$ cat src/hdl/gdpo_pkg.sv
// ----------------------------------------------------------------------------
// gdpo_pkg
// Shared types and constants for the gesture direction peak order unit.
// ----------------------------------------------------------------------------
`default_nettype none

package gdpo_pkg;

  localparam int PHASE_BITS   = 16;
  localparam int SAMPLE_BITS  = 8;
  localparam int NUM_CHANNELS = 4;
  localparam int DIR_BITS     = 3;

  localparam int IN_DATA_BITS  = NUM_CHANNELS * SAMPLE_BITS;
  localparam int OUT_DATA_BITS = 8;

  localparam logic [SAMPLE_BITS-1:0] NOISE_LEVEL_RESET = SAMPLE_BITS'(2);

  typedef logic [PHASE_BITS-1:0]  phase_t;
  typedef logic [SAMPLE_BITS-1:0] sample_t;

  typedef enum logic [DIR_BITS-1:0] {
    DIR_NONE  = 3'd0,
    DIR_UP    = 3'd1,
    DIR_DOWN  = 3'd2,
    DIR_LEFT  = 3'd3,
    DIR_RIGHT = 3'd4
  } dir_t;

  typedef enum int {
    CH_UP    = 0,
    CH_DOWN  = 1,
    CH_LEFT  = 2,
    CH_RIGHT = 3
  } chan_t;

  // Result beat as it sits in the output register.
  typedef struct packed {
    logic evaluated;
    logic tracking;
    dir_t direction;
  } result_t;

endpackage

`default_nettype wire

$ cat src/hdl/gesture_direction_peak_order_unit.sv
// ----------------------------------------------------------------------------
// gesture_direction_peak_order_unit
// Decides a swipe direction from the order in which four channels peak.
// ----------------------------------------------------------------------------
// Usage:
//   s_axis carries one four-channel sample per beat (up in the lowest byte).
//   m_axis returns exactly one result beat per sample, in order: the held
//   direction, a tracking flag and an evaluated flag.
//   cfg_valid/cfg_ready/cfg_data write the noise level; cfg_ready is always
//   high. Write it only while no sample is in flight.
// Pipeline and throughput:
//   A sample accepted into the input register is processed by the compare and
//   update logic and lands in the output register once that register is empty
//   or its beat is taken. The single stage between the input and output
//   registers takes one sample per cycle while m_axis_tready stays high, so the
//   unit then sustains one beat per cycle.
// Reset:
//   rst clears both pipeline valid flags, all channel maxima, peak phases, the
//   phase counter and the held direction; the noise level returns to 2.
// Stalls:
//   When m_axis_tready is low the output register holds its beat; the input
//   register takes one more sample if it is empty, then s_axis_tready drops.
// ----------------------------------------------------------------------------
`default_nettype none

module gesture_direction_peak_order_unit (
  input  wire logic                                clk,
  input  wire logic                                rst,
  // tdata: up_sample[7:0], down_sample[15:8], left_sample[23:16],
  //        right_sample[31:24]
  input  wire logic [gdpo_pkg::IN_DATA_BITS-1:0]   s_axis_tdata,
  input  wire logic                                s_axis_tvalid,
  output logic                                     s_axis_tready,
  // tdata: direction[2:0], tracking[3], evaluated[4], zero[7:5]
  output logic [gdpo_pkg::OUT_DATA_BITS-1:0]       m_axis_tdata,
  output logic                                     m_axis_tvalid,
  input  wire logic                                m_axis_tready,
  input  wire logic [gdpo_pkg::SAMPLE_BITS-1:0]    cfg_data,
  input  wire logic                                cfg_valid,
  output logic                                     cfg_ready
);

  import gdpo_pkg::*;

  localparam phase_t PHASE_MAX = '1;

  sample_t gate_level;

  logic    in_valid;
  sample_t in_sample [NUM_CHANNELS];

  sample_t channel_max [NUM_CHANNELS];
  phase_t  peak_stamp  [NUM_CHANNELS];
  phase_t  phase_count;
  dir_t    held_direction;

  logic    out_valid;
  result_t out_result;

  logic    advance;
  logic    pass;
  logic    rose;
  logic [NUM_CHANNELS-1:0] ch_rise;
  dir_t    decision;
  result_t result_next;

  assign advance       = in_valid && (!out_valid || m_axis_tready);
  assign s_axis_tready = !in_valid || advance;
  assign cfg_ready     = 1'b1;

  assign m_axis_tvalid = out_valid;
  assign m_axis_tdata  = {{(OUT_DATA_BITS - $bits(result_t)){1'b0}}, out_result};

  always_ff @(posedge clk) begin
    if (rst) begin
      gate_level <= NOISE_LEVEL_RESET;
    end else if (cfg_valid && cfg_ready) begin
      gate_level <= cfg_data;
    end
  end

  // Input register.
  always_ff @(posedge clk) begin
    if (rst) begin
      in_valid <= 1'b0;
    end else if (s_axis_tready) begin
      in_valid <= s_axis_tvalid;
    end
  end

  always_ff @(posedge clk) begin
    if (s_axis_tvalid && s_axis_tready) begin
      for (int i = 0; i < NUM_CHANNELS; i++) begin
        in_sample[i] <= s_axis_tdata[i*SAMPLE_BITS +: SAMPLE_BITS];
      end
    end
  end

  always_comb begin
    pass = 1'b1;
    for (int i = 0; i < NUM_CHANNELS; i++) begin
      ch_rise[i] = in_sample[i] > channel_max[i];
      if (in_sample[i] <= gate_level) begin
        pass = 1'b0;
      end
    end
    rose = |ch_rise;
  end

  // Latest peak wins; later checks override earlier ones, which gives the
  // right, left, down, up priority when several hold.
  always_comb begin
    phase_t u, d, l, r;
    u = peak_stamp[CH_UP];
    d = peak_stamp[CH_DOWN];
    l = peak_stamp[CH_LEFT];
    r = peak_stamp[CH_RIGHT];
    decision = DIR_NONE;
    if (u > d && u >= l && u >= r) begin
      decision = DIR_UP;
    end
    if (d > u && d >= l && d >= r) begin
      decision = DIR_DOWN;
    end
    if (l >= u && l >= d && l > r) begin
      decision = DIR_LEFT;
    end
    if (r >= u && r >= d && r > l) begin
      decision = DIR_RIGHT;
    end
  end

  always_comb begin
    result_next.tracking  = pass;
    result_next.evaluated = pass && !rose;
    if (!pass) begin
      result_next.direction = DIR_NONE;
    end else if (!rose) begin
      result_next.direction = decision;
    end else begin
      result_next.direction = held_direction;
    end
  end

  // Tracking state; updated only when a sample moves to the output register.
  always_ff @(posedge clk) begin
    if (rst) begin
      for (int i = 0; i < NUM_CHANNELS; i++) begin
        channel_max[i] <= '0;
        peak_stamp[i]  <= '0;
      end
      phase_count    <= '0;
      held_direction <= DIR_NONE;
    end else if (advance) begin
      if (!pass) begin
        for (int i = 0; i < NUM_CHANNELS; i++) begin
          channel_max[i] <= '0;
          peak_stamp[i]  <= '0;
        end
        phase_count    <= '0;
        held_direction <= DIR_NONE;
      end else begin
        for (int i = 0; i < NUM_CHANNELS; i++) begin
          if (ch_rise[i]) begin
            channel_max[i] <= in_sample[i];
            peak_stamp[i]  <= phase_count;
          end
        end
        if (phase_count != PHASE_MAX) begin
          phase_count <= phase_count + PHASE_BITS'(1);
        end
        held_direction <= result_next.direction;
      end
    end
  end

  // Output register.
  always_ff @(posedge clk) begin
    if (rst) begin
      out_valid <= 1'b0;
    end else if (advance) begin
      out_valid <= 1'b1;
    end else if (m_axis_tready) begin
      out_valid <= 1'b0;
    end
  end

  always_ff @(posedge clk) begin
    if (advance) begin
      out_result <= result_next;
    end
  end

endmodule

`default_nettype wire

$ cat config.mk
export PLATFORM = sky130hd
export DESIGN_NAME = gesture_direction_peak_order_unit
export DESIGN_NICKNAME = d
export VERILOG_FILES = /design/src/hdl/gdpo_pkg.sv /design/src/hdl/gesture_direction_peak_order_unit.sv
export SDC_FILE = /design/constraint.sdc
export NUM_CORES = 1
export LEC_CHECK = 0
export BUFFER_PORTS_ARGS = -buffer_cell sky130_fd_sc_hd__buf_2
export CAP_MARGIN = 20
export CORE_ASPECT_RATIO = 0.5
export CORE_MARGIN = 2
export CORE_UTILIZATION = 35
export CTS_CLUSTER_DIAMETER = 80
export DETAILED_ROUTE_END_ITERATION = 10
export MAX_ROUTING_LAYER = met4
export PLACE_DENSITY = 0.54
export RECOVER_POWER = 50
export SLEW_MARGIN = 20
export SYNTH_ARGS = -nofsm -noshare
export SYNTH_HDL_FRONTEND = slang
export SYNTH_SLANG_ARGS = --single-unit
$ cat constraint.sdc
create_clock -name clk -period 3 [get_ports clk]
set_clock_uncertainty 0.05 [all_clocks]
set_input_delay 0.3 -clock clk [delete_from_list [all_inputs] [get_ports clk]]
set_output_delay 0.3 -clock clk [all_outputs]
set_load 0.01 [all_outputs]
# [Word-level counts from Yosys, hierarchy flattened]
# Memory sizes are Yosys's and may differ from the RTL's.
# Cells that the tools add are included.
[totals] regBits=34 latch_bits=0 ramBits=128 rom_bits=0 wordCells=128 n_memories=3
[mem_list] memory="peak_stamp" words=4 word_bits=16 read_ports=4 rd_clocked_by_memory_dff=0 wr=4 line_no="gesture_direction_peak_order_unit.sv:53" rtl="phase_t peak_stamp [NUM_CHANNELS];"
[mem_list] memory="channel_max" words=4 word_bits=8 read_ports=4 rd_clocked_by_memory_dff=0 wr=4 line_no="gesture_direction_peak_order_unit.sv:52" rtl="sample_t channel_max [NUM_CHANNELS];"
[mem_list] memory="in_sample" words=4 word_bits=8 read_ports=4 rd_clocked_by_memory_dff=0 wr=4 line_no="gesture_direction_peak_order_unit.sv:50" rtl="sample_t in_sample [NUM_CHANNELS];"
[classes] n_addsub=1 multipliers=0 n_div=0 magnitude_cmp=20 eq_ne=2 shift=0 muxes=59 n_bitwise=16 reduce_logical=19
[op_table] op="16-bit 2-to-1 mux" n=10
[op_table] op="16-bit >= comparator" n=8
[op_table] op="16-bit greater-than comparator" n=4
[op_table] op="8-bit 2-to-1 mux" n=8
[op_table] op="1-bit 2-to-1 mux" n=35
[op_table] op="8-bit greater-than comparator" n=4
[op_table] op="8-bit less-or-equal comparator" n=4
[op_table] op="3-bit 2-to-1 mux" n=6
[op_table] op="16-bit by 1-bit adder with 16-bit output (second input constant)" n=1
[op_table] op="16-bit != test (second input constant)" n=1
[op_table] op="1-bit OR" n=16
[op_table] op="1-bit logical AND" n=11
[op_table] op="4-bit OR reduction" n=1
[op_table] op="1-bit logical NOT" n=3
[op_table] op="1-bit logical OR" n=2
[op_table] op="2-bit by 1-bit != test with 1-bit output (second input constant)" n=1
[op_table] op="2-bit AND reduction" n=1
[op_table] op="2-bit nonzero test" n=1

# [Logic depth before layout (Yosys ltp)]
# Gate-level depths: netlist (run 1).
# An unclocked memory read counts as a cell.
[logic_depth] depth_word=12 ltp_mapped=12 mapped_depth_nobuf=10

# [Worst setup path after synthesis (run 1)]
# No wires, ideal clock.
[synth_path] path_kind="flip-flop to flip-flop" startpoint="memory in_sample[0][5] (netlist bit)" endpoint="memory channel_max[0][0] (netlist bit) (enable)" t_arrival_ns=2.592 required_time_ns=2.640 slack_ns=0.048 stages_incl_launch_ff=10 path_buffers=0 cell_sequence="edfxtp_1 -> ha_1 -> nand4_1 -> nor2_1 -> or4_4 -> a211oi_4 -> nand2_4 -> inv_2 -> o21ai_1 -> or2_2"
[synth_lines] item="start: declaration" line_no="gesture_direction_peak_order_unit.sv:50"
[synth_lines] item="end: declaration" line_no="gesture_direction_peak_order_unit.sv:52"

==> impl_metrics.prom, run 1 <==
# TYPE chip_impl_metric gauge
chip_impl_info{name="worstSetupEndpointType",value="flop"} 1
chip_impl_metric{name="num_antenna_cells",unit=""} 0
chip_impl_info{name="setup.worst_path.start",value="in_sample[0][1]"} 1
chip_impl_metric{name="slew_violations",unit=""} 0
chip_impl_metric{name="clock_latency",unit="ps"} 430
chip_impl_metric{name="ff2ff_setup_slack",unit="ps"} 20
chip_impl_info{name="gr-max-usage-layer",value="met2"} 1
chip_impl_metric{name="rows",unit=""} 43
chip_impl_info{name="critical_path_startpoint_category",value="flop"} 1
chip_impl_metric{name="wirelength",unit="um"} 25870
chip_impl_metric{name="met3_usage",unit=""} 0.03331
chip_impl_info{name="worstSetupEndpoint",value="peak_stamp[3][8]"} 1
chip_impl_metric{name="ios",unit=""} 56
chip_impl_metric{name="pwr_density_cell",unit="nW/um^2"} 472.2
chip_impl_metric{name="gp_congestion",unit=""} 0.8691
chip_impl_metric{name="hold_viol_final",unit=""} 0
chip_impl_metric{name="first_global_vias",unit=""} 7680
chip_impl_metric{name="power.ir.vdd_worst",unit="mV"} 0.3832
chip_impl_metric{name="finalCritPeriodShare",unit=""} 0.9927
chip_impl_metric{name="design.core.area",unit="um^2"} 27550
chip_impl_metric{name="timing.final.setup_violations",unit=""} 0
chip_impl_metric{name="netlist_instances",unit=""} 922
chip_impl_metric{name="post-route-min-period",unit="ps"} 2978
chip_impl_metric{name="antenna_found_initial",unit=""} 0
chip_impl_metric{name="fin_worst_hold_slack",unit="ps"} 44.38
chip_impl_metric{name="floorplan.die.width",unit="um"} 239.9
chip_impl_metric{name="syn_area",unit="um^2"} 9739
chip_impl_info{name="regToRegStartpoint",value="in_sample[0][1]"} 1
chip_impl_metric{name="drt_pre_antenna_iters",unit=""} 5
chip_impl_metric{name="average_instance_area_after_synthesis",unit="um^2"} 10.56
chip_impl_metric{name="stdcell_area",unit="um^2"} 12040
chip_impl_metric{name="dr.first_iter.drc_count",unit=""} 519
chip_impl_metric{name="gr_met2_demand_resource",unit=""} 0.3105
chip_impl_info{name="cts_root_buffer",value="sky130_fd_sc_hd__clkbuf_16"} 1
chip_impl_metric{name="number_of_enable_type_register_cells_in_the_synthesized_netlist",unit=""} 109
chip_impl_info{name="synthDominantAreaCellType",value="sky130_fd_sc_hd__edfxtp_1"} 1
chip_impl_metric{name="clk_transition_reported_paths",unit="ps"} 70
chip_impl_metric{name="layout.area.seq",unit="um^2"} 4339
chip_impl_info{name="synth.area.top_cells",value="sky130_fd_sc_hd__edfxtp_1, sky130_fd_sc_hd__ha_1, sky130_fd_sc_hd__dfxtp_1"} 1
chip_impl_metric{name="timing.reg2reg.worst_path_depth",unit=""} 10
chip_impl_metric{name="number_of_buffers_added_by_the_clock_tree_synthesis_step",unit=""} 17
chip_impl_metric{name="maxClockFrequency",unit="GHz"} 0.3358
chip_impl_metric{name="maximum_number_of_pins_on_one_net_before_global_route_repair",unit=""} 33
chip_impl_metric{name="multi_input_comb_area",unit="um^2"} 5121
chip_impl_metric{name="cp.required",unit="ps"} 3100
chip_impl_metric{name="port_buffers",unit=""} 51
chip_impl_metric{name="met1_usage",unit=""} 0.2325
chip_impl_info{name="holdCritPathClass",value="in2reg"} 1
chip_impl_metric{name="final_nets",unit=""} 1270
chip_impl_metric{name="dieHeight",unit="um"} 122.0
chip_impl_metric{name="clock_tree.buffer_depth",unit=""} 2
chip_impl_metric{name="route.vias.total",unit=""} 7447
chip_impl_metric{name="cp_max_fo",unit=""} 8
chip_impl_info{name="rsz0062_at_grt",value="yes"} 1
chip_impl_info{name="status",value="finished, final reports clean"} 1
chip_impl_metric{name="ant_nets",unit=""} 0
chip_impl_metric{name="fp.dieArea",unit="um^2"} 29260
chip_impl_metric{name="drt_drc_violations_left",unit=""} 0
chip_impl_metric{name="yosys_warnings",unit=""} 0
chip_impl_info{name="yosys_most_used_dff",value="sky130_fd_sc_hd__edfxtp_1"} 1
chip_impl_metric{name="drive_above_1_share",unit=""} 0.1718
chip_impl_metric{name="cts_sinks",unit=""} 162
chip_impl_metric{name="drv_cap",unit=""} 0
chip_impl_metric{name="p_leak",unit="uW"} 0.004969
chip_impl_metric{name="wire_length_of_the_first_global_routing_pass",unit="um"} 40270
chip_impl_info{name="crit_type",value="reg2reg"} 1
chip_impl_metric{name="wl_per_cell",unit="um"} 17.73
chip_impl_metric{name="post-route-util",unit=""} 0.4370
chip_impl_metric{name="synth.ff_latch_count",unit=""} 162
chip_impl_metric{name="synth_cell_types",unit=""} 61
chip_impl_metric{name="critPathArrivalTime",unit="ps"} 3080
chip_impl_metric{name="synth_top_cell_area_share",unit=""} 0.3361
chip_impl_metric{name="post-dp-hpwl",unit="um"} 19510
chip_impl_metric{name="globalRoute.totalOverflow",unit=""} 0
chip_impl_info{name="crit-reg2reg-capture",value="peak_stamp[3][8]"} 1
chip_impl_metric{name="fraction_of_synthesis_flops_using_an_asynchronous_set_or_reset_pin",unit=""} 0
chip_impl_metric{name="route.detailed.vias_per_inst",unit=""} 5.104
chip_impl_metric{name="synth_sequential_area_ratio",unit=""} 0.4450
chip_impl_metric{name="start_util",unit=""} 0.3536
chip_impl_info{name="tritoncts",value="built"} 1
chip_impl_metric{name="h-tree-depth",unit=""} 4
chip_impl_metric{name="placement.cell_area",unit="um^2"} 10800
chip_impl_metric{name="dp_slack",unit="ps"} -102.5
chip_impl_metric{name="final.setup.worst_slack",unit="ps"} 21.89
chip_impl_metric{name="power",unit="uW"} 5684
chip_impl_metric{name="grtUsageTotal",unit=""} 0.1862
chip_impl_metric{name="flow.area_growth_from_synthesis",unit="%"} 23.60
chip_impl_metric{name="layout.filler_cells",unit=""} 2611
kinds of logic (layout without fill, tap and decap cells):
family                     after synthesis  after routing  synth area share
xor gates and xnor gates                 3              3          0.002698
adders and majority gates              161            161            0.2068
muxes                                    7              7          0.007195
AOI/OAI and AO/OA                      190            190            0.1295
buffers and inverters                  122            274           0.04997
DFF                                    162            162            0.4450
and+or+nand+nor                        275            276            0.1580
other                                    2              4         0.0007711
registers in the layout (all words and copies together) (netlist names):
name	count
m_axis_tdata	5
in_valid	1
peak_stamp	64
m_axis_tvalid	1
phase_count	16
channel_max	32
gate_level	8
in_sample	32
held_direction	3
cell type report:
cell class                 count  area share
tap                          382     0.03970
sequential                   162      0.3605
multi-input combinational    641      0.4254
timing repair buffer         142     0.09407
clock buffer                  17     0.03534
inverter                     100     0.03160
clock inverter                15     0.01341
placed cells by master, fill, tap and decap left out, drive strengths merged, types with 3 or more instances in the layout:
master / netlist / final
ha: 161 / 161
edfxtp: 109 / 109
inv: 100 / 109
buf: 13 / 107
a21oi: 73 / 73
and2: 65 / 65
dfxtp: 53 / 53
nand2: 44 / 44
nand4: 37 / 37
nor2: 32 / 32
dlygate4sd3: 0 / 29
a22o: 25 / 25
o21ai: 23 / 23
clkbuf: 9 / 23
nand3: 22 / 22
nor3: 20 / 20
a21o: 13 / 13
nor2b: 11 / 11
nor4: 10 / 10
o211ai: 9 / 9
or3: 8 / 8
or2: 7 / 8
mux2i: 7 / 7
nand2b: 6 / 6
o21a: 6 / 6
and3: 6 / 6
a211oi: 5 / 5
o22ai: 4 / 4
o31ai: 4 / 4
a31oi: 4 / 4
conb: 2 / 4
a2111oi: 4 / 4
a221oi: 3 / 3
xnor2: 3 / 3
clkinvlp: 0 / 3
or4: 3 / 3
power by group:
part	internal [uW]	switching, uW	total (uW)
logic	409	516	925
registers	2490	72.0	2560
clock network	1180	1010	2200
worst min path at each step:
stage                           start                end  cells past startpoint
finish                  s_axis_tvalid           in_valid                      3
global route         s_axis_tdata[13]    in_sample[1][5]                      1
CTS                  s_axis_tdata[31]    in_sample[3][7]                      1
detailed placement  channel_max[2][6]  channel_max[2][6]                      1
global placement    held_direction[1]  held_direction[1]                      2
floorplan             s_axis_tdata[0]    in_sample[0][0]                      0
Yosys cell counts, types with 3 or more instances:
library cell / instances
sky130_fd_sc_hd__nand2_1: 43
sky130_fd_sc_hd__a21o_1: 13
sky130_fd_sc_hd__buf_4: 6
sky130_fd_sc_hd__xnor2_1: 3
sky130_fd_sc_hd__o21a_1: 6
sky130_fd_sc_hd__o21ai_0: 21
sky130_fd_sc_hd__nor2b_1: 11
sky130_fd_sc_hd__nand3_1: 21
sky130_fd_sc_hd__nand4_1: 37
sky130_fd_sc_hd__a221oi_1: 3
sky130_fd_sc_hd__clkbuf_1: 9
sky130_fd_sc_hd__a21oi_1: 72
sky130_fd_sc_hd__o211ai_1: 9
sky130_fd_sc_hd__mux2i_1: 7
sky130_fd_sc_hd__edfxtp_1: 109
sky130_fd_sc_hd__ha_1: 161
sky130_fd_sc_hd__nor3_1: 20
sky130_fd_sc_hd__nor2_1: 32
sky130_fd_sc_hd__nand2b_1: 6
sky130_fd_sc_hd__a31oi_1: 4
sky130_fd_sc_hd__o31ai_1: 4
sky130_fd_sc_hd__o22ai_1: 4
sky130_fd_sc_hd__a211oi_1: 4
sky130_fd_sc_hd__inv_1: 99
sky130_fd_sc_hd__nor4_1: 6
sky130_fd_sc_hd__a2111oi_0: 3
sky130_fd_sc_hd__and2_1: 65
sky130_fd_sc_hd__a22o_1: 25
sky130_fd_sc_hd__nor4_2: 3
sky130_fd_sc_hd__or3_1: 8
sky130_fd_sc_hd__dfxtp_1: 53
sky130_fd_sc_hd__or2_2: 7
sky130_fd_sc_hd__and3_1: 6
sky130_fd_sc_hd__buf_2: 5
per-stage QoR:
step | TNS (ps) | std cells
floorplan | 0 | 924
global placement | -450.1 | 1386
detailed placement | -2431 | 1386
CTS | 0 | 1445
global route | -1872 | 1459
finish | 0 | 1459
critical path: stages (launching register included):
cell                        delay, ps
sky130_fd_sc_hd__edfxtp_1         440
sky130_fd_sc_hd__ha_1             310
sky130_fd_sc_hd__nand4_1          130
sky130_fd_sc_hd__nor2_1            50
sky130_fd_sc_hd__or4_4            540
sky130_fd_sc_hd__a211oi_4         320
sky130_fd_sc_hd__nand2_4          120
sky130_fd_sc_hd__buf_6            140
sky130_fd_sc_hd__nor4_4           170
sky130_fd_sc_hd__or2_4            240
sky130_fd_sc_hd__clkbuf_16        180
routing by layer:
metal,up-vias,share of wire
li1,3685,-
met1,3624,0.48
met2,105,0.48
met3,33,0.022
met4,0,0.017
met5,-,0
what timing repair did:
item	4_1_cts	5_1_grt
pin swaps	0	10
setup buffers	0	7
hold endpoints to repair	27	2
setup endpoints to repair	24	139
hold buffers	27	2
resized for setup	1	37
gates cloned	0	5
Note: power is estimated with default switching activity, not from simulation.
==> run 2: changes to the inputs <==
--- a/config.mk
+++ b/config.mk
@@ -5,7 +5,7 @@
 export SDC_FILE = /design/constraint.sdc
 export NUM_CORES = 1
 export LEC_CHECK = 0
-export BUFFER_PORTS_ARGS = -buffer_cell sky130_fd_sc_hd__buf_2
+export BUFFER_PORTS_ARGS = -buffer_cell sky130_fd_sc_hd__buf_4
 export CAP_MARGIN = 20
 export CORE_ASPECT_RATIO = 0.5
 export CORE_MARGIN = 2
==> impl_metrics.prom, run 2 (synthesis gave the netlist of run 1 again) <==
# TYPE chip_impl_metric gauge
chip_impl_info{name="status",value="finished, final reports clean"} 1
chip_impl_metric{name="timing.final.setup_violations",unit=""} 0
chip_impl_metric{name="grtUsageTotal",unit=""} 0.1856
chip_impl_metric{name="power.net_switching",unit="uW"} 1619
chip_impl_info{name="cts_root_buffer",value="sky130_fd_sc_hd__clkbuf_16"} 1
chip_impl_metric{name="wl_per_cell",unit="um"} 17.41
chip_impl_metric{name="sequentialPowerShare",unit=""} 0.448
chip_impl_info{name="worstSetupEndpointType",value="flop"} 1
chip_impl_metric{name="maxClockFrequency",unit="GHz"} 0.3432
chip_impl_metric{name="max_slew.worst_pin.slew",unit="ps"} 887.7
chip_impl_metric{name="route.vias.total",unit=""} 7392
chip_impl_metric{name="finish.cell_count_without_fillers",unit=""} 1460
chip_impl_metric{name="critPathArrivalTime",unit="ps"} 3060
chip_impl_metric{name="post-route-min-period",unit="ps"} 2913
chip_impl_metric{name="drv_cap",unit=""} 0
chip_impl_metric{name="num_antenna_cells",unit=""} 0
chip_impl_metric{name="finalCritPeriodShare",unit=""} 0.9711
chip_impl_metric{name="wire_length_of_the_first_global_routing_pass",unit="um"} 39700
chip_impl_info{name="holdCritPathClass",value="in2reg"} 1
chip_impl_metric{name="drt_drc_violations_left",unit=""} 0
chip_impl_metric{name="post-dp-hpwl",unit="um"} 19580
chip_impl_metric{name="cell_internal_pwr",unit="uW"} 4098
chip_impl_metric{name="route.detailed.vias_per_inst",unit=""} 5.063
chip_impl_metric{name="antenna_found_initial",unit=""} 1
chip_impl_metric{name="maxSlewHeadroom",unit=""} 0.4082
chip_impl_metric{name="drt_pre_antenna_iters",unit=""} 5
chip_impl_metric{name="h-tree-depth",unit=""} 4
chip_impl_metric{name="switching_share",unit=""} 0.2832
chip_impl_metric{name="stdcell_area",unit="um^2"} 12050
chip_impl_metric{name="cts_sinks",unit=""} 162
chip_impl_info{name="top_regs",value="peak_stamp (64), channel_max (32), in_sample (32)"} 1
chip_impl_metric{name="power.ir.vdd_worst",unit="mV"} 0.3098
chip_impl_metric{name="cp.required",unit="ps"} 3150
chip_impl_metric{name="p_leak",unit="uW"} 0.004960
chip_impl_metric{name="floorplan.die.width",unit="um"} 239.9
chip_impl_metric{name="final_nets",unit=""} 1271
chip_impl_metric{name="design.core.area",unit="um^2"} 27550
chip_impl_metric{name="tns",unit="ps"} 0
chip_impl_metric{name="clock_tree.buffer_depth",unit=""} 2
chip_impl_metric{name="globalRoute.totalOverflow",unit=""} 0
chip_impl_metric{name="flow.area_growth_from_synthesis",unit="%"} 23.75
chip_impl_metric{name="p_clk_frac",unit=""} 0.393
chip_impl_info{name="tritoncts",value="built"} 1
chip_impl_metric{name="placement.cell_area",unit="um^2"} 10910
chip_impl_info{name="critical_path_startpoint_category",value="flop"} 1
chip_impl_metric{name="clock_latency",unit="ps"} 430
chip_impl_info{name="reg_with_most_ffs",value="peak_stamp"} 1
chip_impl_metric{name="drive_above_1_share",unit=""} 0.1596
chip_impl_metric{name="dieHeight",unit="um"} 122.0
chip_impl_metric{name="ant_nets",unit=""} 0
chip_impl_info{name="layout_common_cells",value="sky130_fd_sc_hd__ha_1, sky130_fd_sc_hd__edfxtp_1, sky130_fd_sc_hd__inv_1, sky130_fd_sc_hd__a21oi_1, sky130_fd_sc_hd__buf_4"} 1
chip_impl_metric{name="dr.first_iter.drc_count",unit=""} 452
chip_impl_metric{name="cp_max_fo",unit=""} 12
chip_impl_metric{name="port_buffers",unit=""} 51
chip_impl_info{name="mostFrequentLayoutCell",value="sky130_fd_sc_hd__ha_1"} 1
chip_impl_info{name="crit_type",value="reg2reg"} 1
chip_impl_metric{name="largest_reg_flops",unit=""} 64
chip_impl_metric{name="pwr_density_cell",unit="nW/um^2"} 474.4
chip_impl_metric{name="hold_viol_final",unit=""} 0
chip_impl_metric{name="gp_congestion",unit=""} 0.8927
chip_impl_metric{name="wirelength",unit="um"} 25420
chip_impl_metric{name="placed_cells",unit=""} 1384
chip_impl_metric{name="first_global_vias",unit=""} 7448
chip_impl_metric{name="clk_transition_reported_paths",unit="ps"} 70
chip_impl_metric{name="rows",unit=""} 43
chip_impl_metric{name="slew_violations",unit=""} 0
chip_impl_metric{name="ios",unit=""} 56
chip_impl_metric{name="fp.dieArea",unit="um^2"} 29260
chip_impl_metric{name="fin_worst_hold_slack",unit="ps"} 26.70
chip_impl_metric{name="power.share.combinational",unit=""} 0.159
chip_impl_metric{name="number_of_buffers_added_by_the_clock_tree_synthesis_step",unit=""} 17
chip_impl_metric{name="maximum_number_of_pins_on_one_net_before_global_route_repair",unit=""} 33
chip_impl_metric{name="start_util",unit=""} 0.3536
chip_impl_metric{name="post-route-util",unit=""} 0.4375
[run 2: cell types whose count changed in the layout (fill, tap and decap cells not counted), moves of 4 or more]
cell                       change
sky130_fd_sc_hd__ha_4          -4
sky130_fd_sc_hd__buf_6         -4
sky130_fd_sc_hd__clkbuf_2      +4
sky130_fd_sc_hd__ha_1          +4
sky130_fd_sc_hd__and2_0        +9
sky130_fd_sc_hd__buf_4        +14
sky130_fd_sc_hd__and2_1        -9
sky130_fd_sc_hd__clkbuf_4     +30
sky130_fd_sc_hd__buf_2        -48
sky130_fd_sc_hd__clkbuf_1      +6
[run 2: metal layers]
layer,vias to the layer above,global-route usage,share of wire
met5,-,-,0
met4,0,0.07259,0.030
met3,43,0.03512,0.032
met2,136,0.3067,0.48
met1,3525,0.2264,0.46
li1,3688,-,-
[run 2: area by class of cell]
class                      count  area [um^2]
multi-input combinational    640         5060
timing repair buffer         144         1185
clock buffer                  17        425.4
fill                        2599        15490
tap                          382        478.0
inverter                     100        377.9
clock inverter                15        190.2
sequential                   162         4337
[run 2: stage by stage]
stage          total power (uW)  setup WS [ps]
6_report                   5718          86.63
5_1_grt                    5944         -11.16
4_1_cts                    5728          11.60
3_5_place_dp               3439         -51.92
3_3_place_gp               3411         -7.135
2_1_floorplan              3089          47.76
[run 2: worst max-delay path: stages (launching register included)]
cell and delay, ps:
sky130_fd_sc_hd__edfxtp_1 430, sky130_fd_sc_hd__ha_1 360, sky130_fd_sc_hd__nand4_1 150, sky130_fd_sc_hd__nor3_1 80, sky130_fd_sc_hd__or4_4 430, sky130_fd_sc_hd__a211oi_4 260, sky130_fd_sc_hd__nand2_4 100, sky130_fd_sc_hd__inv_2 70
sky130_fd_sc_hd__o21ai_1 80, sky130_fd_sc_hd__buf_4 180, sky130_fd_sc_hd__or2_4 280, sky130_fd_sc_hd__clkbuf_16 190
[run 2: final timing paths]
path                                         from           endpoint  slack, ps  cells after the start
worst max-delay path              in_sample[1][7]  channel_max[1][1]         90                     11
worst min-delay path                s_axis_tvalid           in_valid         30                      3
worst max register to register    in_sample[1][7]  channel_max[1][1]         90                     11
worst min register to register  held_direction[0]  held_direction[0]        420                      2
[run 2: power groups by stage]
| stage | combinational (uW) | clock, uW | sequential [uW] |
|---|---|---|---|
| 2_1_floorplan | 511 | 0 | 2580 |
| 3_3_place_gp | 806 | 0 | 2600 |
| 3_5_place_dp | 832 | 0 | 2610 |
| 4_1_cts | 887 | 2280 | 2560 |
| 5_1_grt | 1020 | 2360 | 2570 |
| 6_report | 909 | 2250 | 2560 |
[run 2: timing repair]
item                       4_1_cts  5_1_grt
setup endpoints to repair       48      155
setup buffers                    5        6
hold buffers                    32        0
pin swaps                        2        8
resized for setup               12       14
cloned                           0        1
hold endpoints to repair        32        0
==> run 3: changes to the inputs <==
--- a/config.mk
+++ b/config.mk
@@ -15,6 +15,7 @@
 export MAX_ROUTING_LAYER = met4
 export PLACE_DENSITY = 0.54
 export RECOVER_POWER = 50
+export SETUP_SLACK_MARGIN = 0.15
 export SLEW_MARGIN = 20
 export SYNTH_ARGS = -nofsm -noshare
 export SYNTH_HDL_FRONTEND = slang
==> impl_metrics.prom, run 3 (synthesis gave the netlist of run 1 again) <==
# TYPE chip_impl_metric gauge
chip_impl_metric{name="post-dp-hpwl",unit="um"} 19580
chip_impl_metric{name="globalRoute.totalOverflow",unit=""} 0
chip_impl_metric{name="hold_viol_final",unit=""} 0
chip_impl_metric{name="wl_per_cell",unit="um"} 17.82
chip_impl_info{name="critical_path_startpoint_category",value="flop"} 1
chip_impl_metric{name="final_nets",unit=""} 1280
chip_impl_metric{name="wirelength",unit="um"} 26170
chip_impl_metric{name="design.core.area",unit="um^2"} 27550
chip_impl_info{name="worstSetupEndpointType",value="flop"} 1
chip_impl_metric{name="drt_pre_antenna_iters",unit=""} 5
chip_impl_metric{name="drive_above_1_share",unit=""} 0.1877
chip_impl_info{name="mostFrequentLayoutCell",value="sky130_fd_sc_hd__ha_1"} 1
chip_impl_metric{name="wl_met2",unit="um"} 12460
chip_impl_metric{name="flow.area_growth_from_synthesis",unit="%"} 26.66
chip_impl_metric{name="num_antenna_cells",unit=""} 0
chip_impl_metric{name="first_global_vias",unit=""} 7461
chip_impl_metric{name="wl_met3",unit="um"} 958
chip_impl_metric{name="number_of_buffers_added_by_the_clock_tree_synthesis_step",unit=""} 17
chip_impl_info{name="holdCritPathClass",value="in2reg"} 1
chip_impl_info{name="cts_root_buffer",value="sky130_fd_sc_hd__clkbuf_16"} 1
chip_impl_info{name="tritoncts",value="built"} 1
chip_impl_info{name="status",value="finished, final reports clean"} 1
chip_impl_metric{name="floorplan.die.width",unit="um"} 239.9
chip_impl_metric{name="dr.first_iter.drc_count",unit=""} 493
chip_impl_info{name="critical_path.slowest_cell",value="sky130_fd_sc_hd__or4_4"} 1
chip_impl_metric{name="pwr_density_cell",unit="nW/um^2"} 468.7
chip_impl_metric{name="clock_tree.buffer_depth",unit=""} 2
chip_impl_info{name="critical_path.top_delay_family",value="simple AND/OR/NAND/NOR gates"} 1
chip_impl_metric{name="gp_congestion",unit=""} 0.8927
chip_impl_metric{name="met1_wire_length",unit="um"} 12000
chip_impl_metric{name="fin_worst_hold_slack",unit="ps"} 19.74
chip_impl_metric{name="maximum_number_of_pins_on_one_net_before_global_route_repair",unit=""} 33
chip_impl_metric{name="post-route-util",unit=""} 0.4478
chip_impl_metric{name="rows",unit=""} 43
chip_impl_metric{name="cp.required",unit="ps"} 3150
chip_impl_metric{name="route.vias.total",unit=""} 7537
chip_impl_info{name="critical_path.cell_chain",value="inv_2 -> ha_1 -> nand4_1 -> nor2_1 -> or4_4 -> a211oi_4 -> nand2_4 -> inv_2 -> o21ai_2 -> buf_6 -> or2_4 -> clkbuf_16"} 1
chip_impl_metric{name="largest_reg_flops",unit=""} 64
chip_impl_metric{name="drv_cap",unit=""} 0
chip_impl_metric{name="max_slew.worst_pin.slew",unit="ps"} 1440
chip_impl_metric{name="max_stage_delay",unit="ps"} 530
chip_impl_metric{name="grtUsageTotal",unit=""} 0.1862
chip_impl_metric{name="clock_latency",unit="ps"} 440
chip_impl_metric{name="p_leak",unit="uW"} 0.005031
chip_impl_info{name="reg_with_most_ffs",value="peak_stamp"} 1
chip_impl_metric{name="finish.cell_count_without_fillers",unit=""} 1469
chip_impl_info{name="crit_type",value="reg2reg"} 1
chip_impl_metric{name="wire_length_of_the_first_global_routing_pass",unit="um"} 39800
chip_impl_metric{name="fp.dieArea",unit="um^2"} 29260
chip_impl_metric{name="cp_max_fo",unit=""} 6
chip_impl_metric{name="port_buffers",unit=""} 51
chip_impl_metric{name="critPathArrivalTime",unit="ps"} 3060
chip_impl_metric{name="clk_transition_reported_paths",unit="ps"} 70
chip_impl_metric{name="h-tree-depth",unit=""} 4
chip_impl_info{name="routed.top_layer",value="met4"} 1
chip_impl_info{name="layout_common_cells",value="sky130_fd_sc_hd__ha_1, sky130_fd_sc_hd__edfxtp_1, sky130_fd_sc_hd__inv_1, sky130_fd_sc_hd__a21oi_1, sky130_fd_sc_hd__buf_4"} 1
chip_impl_metric{name="cts_sinks",unit=""} 162
chip_impl_metric{name="route.detailed.vias_per_inst",unit=""} 5.131
chip_impl_metric{name="tns",unit="ps"} 0
chip_impl_metric{name="post-route-min-period",unit="ps"} 2902
chip_impl_metric{name="placed_cells",unit=""} 1384
chip_impl_metric{name="cp_num_buf_inv",unit=""} 4
chip_impl_metric{name="maxSlewHeadroom",unit=""} 0.04012
chip_impl_metric{name="final.setup.worst_slack",unit="ps"} 98.17
chip_impl_metric{name="finalCritPeriodShare",unit=""} 0.9673
chip_impl_metric{name="dieHeight",unit="um"} 122.0
chip_impl_metric{name="slew_violations",unit=""} 0
chip_impl_metric{name="power.ir.vdd_worst",unit="mV"} 0.2918
chip_impl_metric{name="dp_slack",unit="ps"} -51.92
chip_impl_metric{name="maxClockFrequency",unit="GHz"} 0.3446
chip_impl_metric{name="antenna_found_initial",unit=""} 0
chip_impl_info{name="top_regs",value="peak_stamp (64), channel_max (32), in_sample (32)"} 1
chip_impl_metric{name="drt_drc_violations_left",unit=""} 0
chip_impl_info{name="rsz0062_at_grt",value="yes"} 1
chip_impl_metric{name="ant_nets",unit=""} 0
chip_impl_info{name="timing.critical_path.mode_cell",value="sky130_fd_sc_hd__inv_2"} 1
chip_impl_metric{name="start_util",unit=""} 0.3536
chip_impl_metric{name="timing.final.setup_violations",unit=""} 0
chip_impl_metric{name="ios",unit=""} 56
run 3: cell types whose count changed in the layout (fill, tap and decap cells not counted), sizes merged:
| cell | delta |
|---|---|
| nand3 | +1 |
| clkbuf | +1 |
| buf | +6 |
| a31o | +1 |
run 3: layout make-up:
| type | count | area, um^2 |
|---|---|---|
| fillers | 2586 | 15210 |
| multi-input cells | 642 | 5240 |
| flip-flops and latches | 162 | 4338 |
| repair buffers | 151 | 1286 |
| well taps | 382 | 478.0 |
| clock buffers | 17 | 425.4 |
| inverters | 100 | 377.9 |
| clock inverters | 15 | 190.2 |
run 3: per-layer routing:
layer	track usage	vias to the layer above
li1	-	3714
met3	0.03490	49
met1	0.2274	3603
met5	-	-
met4	0.06988	0
met2	0.3091	171
run 3: repair_timing:
action,4_1_cts,5_1_grt
setup buffers,10,6
endpoints found under the setup margin,97,189
hold buffers,32,0
pin swaps,5,21
gates resized for setup,18,51
cloned,0,5
endpoints found under the hold margin,32,0
run 3: report_power, final:
group	switching, uW	internal [uW]
Combinational	531	438
Clock	1050	1200
Sequential	72.2	2490
run 3: through the flow:
step	cell area (um^2)	total power [uW]
2_1_floorplan	9747	3089
3_3_place_gp	10910	3411
3_5_place_dp	10910	3439
4_1_cts	12020	5744
5_1_grt	12340	6006
6_report	12340	5782
run 3: final timing paths:
path	from	to	slack, ps	cells after the start
setup reg to reg	gate_level[7]	peak_stamp[1][6]	100	12
hold / removal	s_axis_tvalid	in_valid	20	3
hold reg to reg	channel_max[2][1]	channel_max[2][1]	430	1
setup / recovery	gate_level[7]	peak_stamp[1][6]	100	12
run 3: worst min-delay path, delay by kind of cell:
family,cells,cell delay [ps]
simple gates,1,60
buf+inv,1,80
compound gates,1,30
